### src/rtl/tta_pkg.sv
`timescale 1ns / 1ps

package tta_pkg;

    // ascii codes used by the parser
    localparam logic [7:0] CHAR_COLON   = 8'h3A;
    localparam logic [7:0] CHAR_ZERO    = 8'h30;
    localparam logic [7:0] CHAR_NINE    = 8'h39;
    localparam logic [7:0] CHAR_LOW_A   = 8'h61;
    localparam logic [7:0] CHAR_LOW_F   = 8'h66;
    localparam logic [7:0] CHAR_UP_A    = 8'h41;
    localparam logic [7:0] CHAR_UP_F    = 8'h46;

    // fixed teredo prefix groups
    localparam logic [15:0] PREFIX_HI   = 16'h2001;
    localparam logic [15:0] PREFIX_LO   = 16'h0000;

    // group positions of interest
    localparam logic [2:0] GRP_PREFIX_HI = 3'd0;
    localparam logic [2:0] GRP_PREFIX_LO = 3'd1;
    localparam logic [2:0] GRP_PORT      = 3'd5;
    localparam logic [2:0] GRP_ADDR_HI   = 3'd6;
    localparam logic [2:0] GRP_LAST      = 3'd7;

    localparam logic [2:0] MAX_DIGITS    = 3'd4;

    // classified character
    typedef struct packed {
        logic       is_hex;
        logic       is_colon;
        logic [3:0] digit;
    } t_char_info;

    // one decoded result
    typedef struct packed {
        logic        valid_res;
        logic [31:0] client_ipv4;
        logic [15:0] client_port;
    } t_result;

endpackage

### src/rtl/tta_char_class.sv
`timescale 1ns / 1ps

module tta_char_class (
    input  logic [7:0]          i_char,
    output tta_pkg::t_char_info o_info
);
    import tta_pkg::*;

    logic w_num;
    logic w_low;
    logic w_up;

    // range checks for decimal and both letter cases
    assign w_num = (i_char >= CHAR_ZERO)  && (i_char <= CHAR_NINE);
    assign w_low = (i_char >= CHAR_LOW_A) && (i_char <= CHAR_LOW_F);
    assign w_up  = (i_char >= CHAR_UP_A)  && (i_char <= CHAR_UP_F);

    // letters have low nibble 1..6, value is nibble plus nine
    always_comb begin
        o_info.is_hex   = w_num | w_low | w_up;
        o_info.is_colon = (i_char == CHAR_COLON);
        if (w_num) begin
            o_info.digit = i_char[3:0];
        end else begin
            o_info.digit = i_char[3:0] + 4'd9;
        end
    end

endmodule

### src/rtl/tta_parse.sv
`timescale 1ns / 1ps

module tta_parse (
    input  logic                i_clk,
    input  logic                i_rst_n,
    input  logic                i_fire,
    input  logic                i_last,
    input  tta_pkg::t_char_info i_info,
    output tta_pkg::t_result    o_result
);
    import tta_pkg::*;

    logic [2:0]  r_groups;
    logic [2:0]  r_digits;
    logic [15:0] r_group_val;
    logic [15:0] r_port_grp;
    logic [15:0] r_addr_hi_grp;
    logic        r_rejected;

    logic [2:0]  n_groups;
    logic [2:0]  n_digits;
    logic [15:0] n_group_val;
    logic [15:0] n_port_grp;
    logic [15:0] n_addr_hi_grp;
    logic        n_rejected;
    logic        w_rej_end;

    // per-character update of the group state
    always_comb begin
        n_groups      = r_groups;
        n_digits      = r_digits;
        n_group_val   = r_group_val;
        n_port_grp    = r_port_grp;
        n_addr_hi_grp = r_addr_hi_grp;
        n_rejected    = r_rejected;
        if (!r_rejected) begin
            if (i_info.is_colon) begin
                // colon closes a non-empty group unless the eighth one is open
                if (r_groups == GRP_LAST || r_digits == 3'd0) begin
                    n_rejected = 1'b1;
                end else begin
                    if (r_groups == GRP_PREFIX_HI && r_group_val != PREFIX_HI) begin
                        n_rejected = 1'b1;
                    end
                    if (r_groups == GRP_PREFIX_LO && r_group_val != PREFIX_LO) begin
                        n_rejected = 1'b1;
                    end
                    if (r_groups == GRP_PORT) begin
                        n_port_grp = r_group_val;
                    end
                    if (r_groups == GRP_ADDR_HI) begin
                        n_addr_hi_grp = r_group_val;
                    end
                    n_groups    = r_groups + 3'd1;
                    n_digits    = 3'd0;
                    n_group_val = 16'h0000;
                end
            end else if (!i_info.is_hex || r_digits >= MAX_DIGITS) begin
                n_rejected = 1'b1;
            end else begin
                n_group_val = {r_group_val[11:0], i_info.digit};
                n_digits    = r_digits + 3'd1;
            end
        end
    end

    // end of string: eighth group must be open and non-empty
    assign w_rej_end = n_rejected || (n_groups != GRP_LAST) || (n_digits == 3'd0);

    always_comb begin
        if (w_rej_end) begin
            o_result = '0;
        end else begin
            o_result.valid_res   = 1'b1;
            o_result.client_port = ~n_port_grp;
            o_result.client_ipv4 = {~n_addr_hi_grp, ~n_group_val};
        end
    end

    // state registers, cleared after the last character
    always_ff @(posedge i_clk) begin
        if (!i_rst_n || (i_fire && i_last)) begin
            r_groups      <= '0;
            r_digits      <= '0;
            r_group_val   <= '0;
            r_port_grp    <= '0;
            r_addr_hi_grp <= '0;
            r_rejected    <= 1'b0;
        end else if (i_fire) begin
            r_groups      <= n_groups;
            r_digits      <= n_digits;
            r_group_val   <= n_group_val;
            r_port_grp    <= n_port_grp;
            r_addr_hi_grp <= n_addr_hi_grp;
            r_rejected    <= n_rejected;
        end
    end

endmodule

### src/rtl/teredo_text_address_decoder_core.sv
`timescale 1ns / 1ps
// channel | dir | handshake          | payload
// s       | in  | tvalid / tready    | tdata[7:0] character, tlast last
// m       | out | tvalid / tready    | tdata[15:0] client_port, tdata[47:16] client_ipv4,
//         |     |                    | tuser valid_res
//
// one character per cycle while no last beat is blocked; a beat is registered, then
// decoded by the group state logic, and a last beat loads the result register.
// reset (synchronous, active low) clears the group state and both valid flags.
// only a last beat waits on a full result register; other beats wait only behind it.

module teredo_text_address_decoder_core (
    input  logic        i_clk,
    input  logic        i_rst_n,
    input  logic        i_s_tvalid,
    output logic        o_s_tready,
    input  logic [7:0]  i_s_tdata,   // [7:0] character
    input  logic        i_s_tlast,
    output logic        o_m_tvalid,
    input  logic        i_m_tready,
    output logic [47:0] o_m_tdata,   // [15:0] client_port, [47:16] client_ipv4
    output logic        o_m_tuser    // [0] valid_res
);
    import tta_pkg::*;

    logic       r_in_valid;
    logic [7:0] r_in_char;
    logic       r_in_last;
    logic       r_out_valid;
    t_result    r_out;

    logic       w_out_free;
    logic       w_fire;
    t_char_info w_info;
    t_result    w_result;

    // a beat moves on unless it is a last beat facing a full result register
    assign w_out_free = !r_out_valid || i_m_tready;
    assign w_fire     = r_in_valid && (!r_in_last || w_out_free);
    assign o_s_tready = !r_in_valid || w_fire;

    // input register
    always_ff @(posedge i_clk) begin
        if (!i_rst_n) begin
            r_in_valid <= 1'b0;
        end else if (o_s_tready) begin
            r_in_valid <= i_s_tvalid;
        end
    end

    always_ff @(posedge i_clk) begin
        if (o_s_tready && i_s_tvalid) begin
            r_in_char <= i_s_tdata;
            r_in_last <= i_s_tlast;
        end
    end

    tta_char_class u_char_class (
        .i_char (r_in_char),
        .o_info (w_info)
    );

    tta_parse u_parse (
        .i_clk    (i_clk),
        .i_rst_n  (i_rst_n),
        .i_fire   (w_fire),
        .i_last   (r_in_last),
        .i_info   (w_info),
        .o_result (w_result)
    );

    // result register
    always_ff @(posedge i_clk) begin
        if (!i_rst_n) begin
            r_out_valid <= 1'b0;
        end else if (w_fire && r_in_last) begin
            r_out_valid <= 1'b1;
        end else if (i_m_tready) begin
            r_out_valid <= 1'b0;
        end
    end

    always_ff @(posedge i_clk) begin
        if (w_fire && r_in_last) begin
            r_out <= w_result;
        end
    end

    assign o_m_tvalid = r_out_valid;
    assign o_m_tdata  = {r_out.client_ipv4, r_out.client_port};
    assign o_m_tuser  = r_out.valid_res;

    // rejected results carry zero fields
    a_reject_zero: assert property (@(posedge i_clk) disable iff (!i_rst_n)
        (o_m_tvalid && !o_m_tuser) |-> (o_m_tdata == 48'h0))
        else $error("rejected result with nonzero fields");

    // input side only stalls behind a pending last beat
    a_stall_cause: assert property (@(posedge i_clk) disable iff (!i_rst_n)
        !o_s_tready |-> (r_in_valid && r_in_last && r_out_valid && !i_m_tready))
        else $error("input stalled without a blocked last beat");

    // a blocked last beat and its pending result are both kept
    a_hold_last: assert property (@(posedge i_clk) disable iff (!i_rst_n)
        (r_in_valid && r_in_last && r_out_valid && !i_m_tready)
        |=> (r_in_valid && r_in_last && r_out_valid))
        else $error("blocked last beat or pending result lost");

endmodule

### config.mk
export PLATFORM = sky130hd
export DESIGN_NAME = teredo_text_address_decoder_core
export DESIGN_NICKNAME = d
export VERILOG_FILES = /design/src/rtl/tta_pkg.sv /design/src/rtl/tta_char_class.sv /design/src/rtl/tta_parse.sv /design/src/rtl/teredo_text_address_decoder_core.sv
export SDC_FILE = /design/constraint.sdc
export NUM_CORES = 1
export LEC_CHECK = 0
export BUFFER_PORTS_ARGS = -buffer_cell sky130_fd_sc_hd__buf_2
export CAP_MARGIN = 20
export CORE_MARGIN = 2
export CORE_UTILIZATION = 40
export DETAILED_ROUTE_END_ITERATION = 12
export PLACE_DENSITY_LB_ADDON = 0.12
export SYNTH_ARGS = -nofsm -noshare
export SYNTH_HDL_FRONTEND = slang
export SYNTH_HIERARCHICAL = 1
export SYNTH_SLANG_ARGS = --single-unit
### constraint.sdc
create_clock -name i_clk -period 3.3 [get_ports i_clk]
set_input_delay 0.165 -clock i_clk [delete_from_list [all_inputs] [get_ports i_clk]]
set_output_delay 0.165 -clock i_clk [all_outputs]
set_load 0.05 [all_outputs]
==> flow_metrics.tcl <==
set metrics [dict create \
    ys_async_sr_fraction 0 \
    power.density_nw_per_um2 532 \
    crit_type "reg2reg" \
    std_cell_rows 42 \
    ys_seq_area_frac 0.531 \
    crit_fanout 25 \
    grt_pass1_wl_um 18900 \
    cts_tree "built" \
    drc 0 \
    rsz0062_at_grt "false" \
    worstPathRequired_ns 3.42 \
    yosys.area_share.simple 0.174 \
    outcome "finished, final reports clean" \
    setup_violations 0 \
    initial_core_util 0.410 \
    hp-class "in2reg" \
    grt.total_usage 0.171 \
    combPwrFrac 0.055 \
    pwr-share-clk 0.506 \
    slowest_delay_ns 0.48 \
    r2r_cells 10 \
    cts_root_buf "clkbuf_16" \
    holdPathStages 2 \
    seq_power_share 0.439 \
    switching_power_mw 0.774 \
    vias_per_cell 4.99 \
    max-slew-margin-rel 0.446 \
    grt_pass1_vias 3772 \
    arrival_ns 3.12 \
    max_freq_ghz 0.333 \
    synth_compound_area_frac 0.0689 \
    timing.final.crit_share 0.910 \
    drive_gt1_frac 0.256 \
    coreArea_um2 13200 \
    clkSlewWorstSetupHoldPaths_ns 0.05 \
    seq_area_um2 2880 \
    io_buffers 63 \
    synth_ff_type "edfxtp_1" \
    hold_viol 0 \
    final_cell_mix "nor2_1 (84), mux2i_1 (68), buf_2 (63)" \
    synthAdderAreaFrac 0.0254 \
    r2r_end "o_m_tdata[28]" \
    post-route-min-period_ns 3.00 \
    end_kind "register" \
    report.final.slew_viol_count 0 \
    io_pins 64 \
    finalWirelength_um 11500 \
    ir_drop_mv 0.248 \
    ys.warnings.count 6 \
    post_cts_buffers 0 \
    whs_ns 0.0294 \
    final_common_cell "nor2_1" \
    top_layer "met4" \
    cp.buffers_inverters 2 \
    holdPathEnd "r_in_valid" \
    numClockSinks 115 \
    synthCells 494 \
    area_growth_pct 21.6 \
    internal_power_mw 2.74 \
    synth_seq_cells 115 \
    synth_edf_count 58 \
    wl_met3_um 434 \
    leakagePower_nw 2.95 \
    wl_met2_um 5630 \
    synth.area.mux_share 0.155 \
    yosys.cell_types.count 59 \
    synthXorXnorAreaFrac 0.00323 \
    numCtsBuffers 17 \
    r2r_setup_slack_ns 0.30 \
    slowest_stage "edfxtp_1" \
    dieWidth_um 120 \
    netlist_area_um2 5430 \
    dieHeight_um 120 \
    nFillCells 1243 \
    vias 3761 \
    crit_chain "inv_1 -> ha_1 -> nor3b_1 -> a21oi_1 -> a21o_1 -> nor4b_2 -> buf_4 -> a2111o_1 -> o211ai_4 -> nor2_1" \
    ant_nets 0 \
    avgSynthCellArea_um2 11.0 \
    antenna_cells 0 \
    holdCritStartpoint "i_rst_n" \
    wl_met1_um 5290 \
    cts-htree-levels 4 \
    multi_input_area_um2 2320 \
    die-area_um2 14500 \
    drt_iter0_drc 182 \
    worst_slew_pin_slew_ns 0.827 \
    postSynthNetCount 518 \
    nNetsFinal 589 \
    utilization 0.499 \
    critPathTopFamily "compound AO/OA/AOI/OAI gates" \
    clk_latency_ns 0.41 \
    fin_skew_ns 0.00740 \
    synth_top_family_by_area "simple AND/OR/NAND/NOR gates" \
    place_hpwl_um 7620 \
    drt-pass1-iter-count 4 \
    cts_buffer_depth 2 \
    r2r_start "r_in_char[0]" \
    grt_antenna_before_repair 0 \
    routedWlPerCell_um 15.3 \
    drv_cap 0 \
    cp-start-kind "register" \
    tns_ns 0 \
    gr-total-overflow 0 \
    swShare 0.220 \
    grt_start_max_net_pins 56 \
    gp_congestion 0.847 \
]
-- power by group through the flow --
| stage | logic, mW | clock network (mW) | registers [mW] |
|---|---|---|---|
| global route | 0.209 | 1.88 | 1.54 |
| finish | 0.194 | 1.78 | 1.54 |
| global placement | 0.186 | 0 | 1.57 |
| floorplan | 0.0787 | 0 | 1.63 |
| CTS | 0.197 | 1.81 | 1.54 |
| detailed placement | 0.187 | 0 | 1.57 |
-- worst register-to-register path: stages, from the launching register on --
cell and delay (ns):
edfxtp_1 0.48, inv_1 0.13, ha_1 0.23, nor3b_1 0.23, a21oi_1 0.06, a21o_1 0.23, nor4b_2 0.18, buf_4 0.19
a2111o_1 0.47, o211ai_4 0.36, nor2_1 0.14
-- synthesized netlist by cell type (4+ instances only) --
cell / count / area, um2
nor2_1: 85 / 319
mux2i_1: 68 / 681
edfxtp_1: 58 / 1740
dfxtp_1: 57 / 1140
nand2_1: 43 / 161
clkbuf_1: 23 / 86.3
a21oi_1: 22 / 110
and3_1: 22 / 138
mux2_2: 13 / 146
ha_1: 11 / 138
buf_2: 8 / 40.0
inv_1: 8 / 30.0
nor3_1: 5 / 25.0
o21ai_0: 5 / 25.0
nand2b_1: 4 / 25.0
-- layer usage --
layer | GRT usage | vias up
li1 | - | 1876
met1 | 0.214 | 1800
met2 | 0.285 | 71
met3 | 0.0392 | 14
met4 | 0.0698 | 0
met5 | 0 | -
-- worst max path at each step --
stage                  from             to  slack (ns)  cells after the start
3_5_place_dp   r_in_char[0]  o_m_tdata[28]        0.29                     10
3_3_place_gp   r_in_char[0]  o_m_tdata[35]        0.46                     10
6_report       r_in_char[0]  o_m_tdata[28]        0.30                     10
4_1_cts        r_in_char[0]  o_m_tdata[28]        0.27                     10
5_1_grt        r_in_char[0]  o_m_tdata[25]        0.08                     10
2_1_floorplan    o_m_tvalid   o_m_tdata[0]       0.009                      2
-- cells by family after synthesis --
family	Yosys count
AND/OR/NAND/NOR	187
flip-flops	115
multiplexers	82
buffers and inverters	49
AO/OA/AOI/OAI	48
adder cells (fa/ha/maj)	11
XOR/XNOR	2
-- cell type report --
type | count | share of cell area
well taps | 176 | 0.0334
clock inverters | 9 | 0.0110
multi-input cells | 330 | 0.352
flip-flops and latches | 115 | 0.437
repair buffers | 92 | 0.0845
clock buffers | 23 | 0.0773
inverters | 9 | 0.00512
-- sequential cells by signal (all words and copies together), names as in the netlist, 3 cells and up --
name	cells
u_parse/r_group_val	16
o_m_tdata	48
u_parse/r_digits	3
r_in_char	8
u_parse/r_groups	3
u_parse/r_addr_hi_grp	16
u_parse/r_port_grp	16
-- through the flow --
step	power (mW)	setup WS [ns]	instances	instance area, um2
final	3.51	0.297	754	6600
after global placement	1.76	0.460	712	5920
after floorplan	1.71	0.00860	494	5430
after CTS	3.55	0.273	754	6600
after global routing	3.64	0.0822	754	6600
after detailed placement	1.76	0.290	712	5920
-- repair_timing --
item,in CTS,in global routing
resized for setup,0,0
endpoints found under the hold margin,10,0
hold buffers,10,0
No activity file was read; power rests on OpenSTA's default activity.
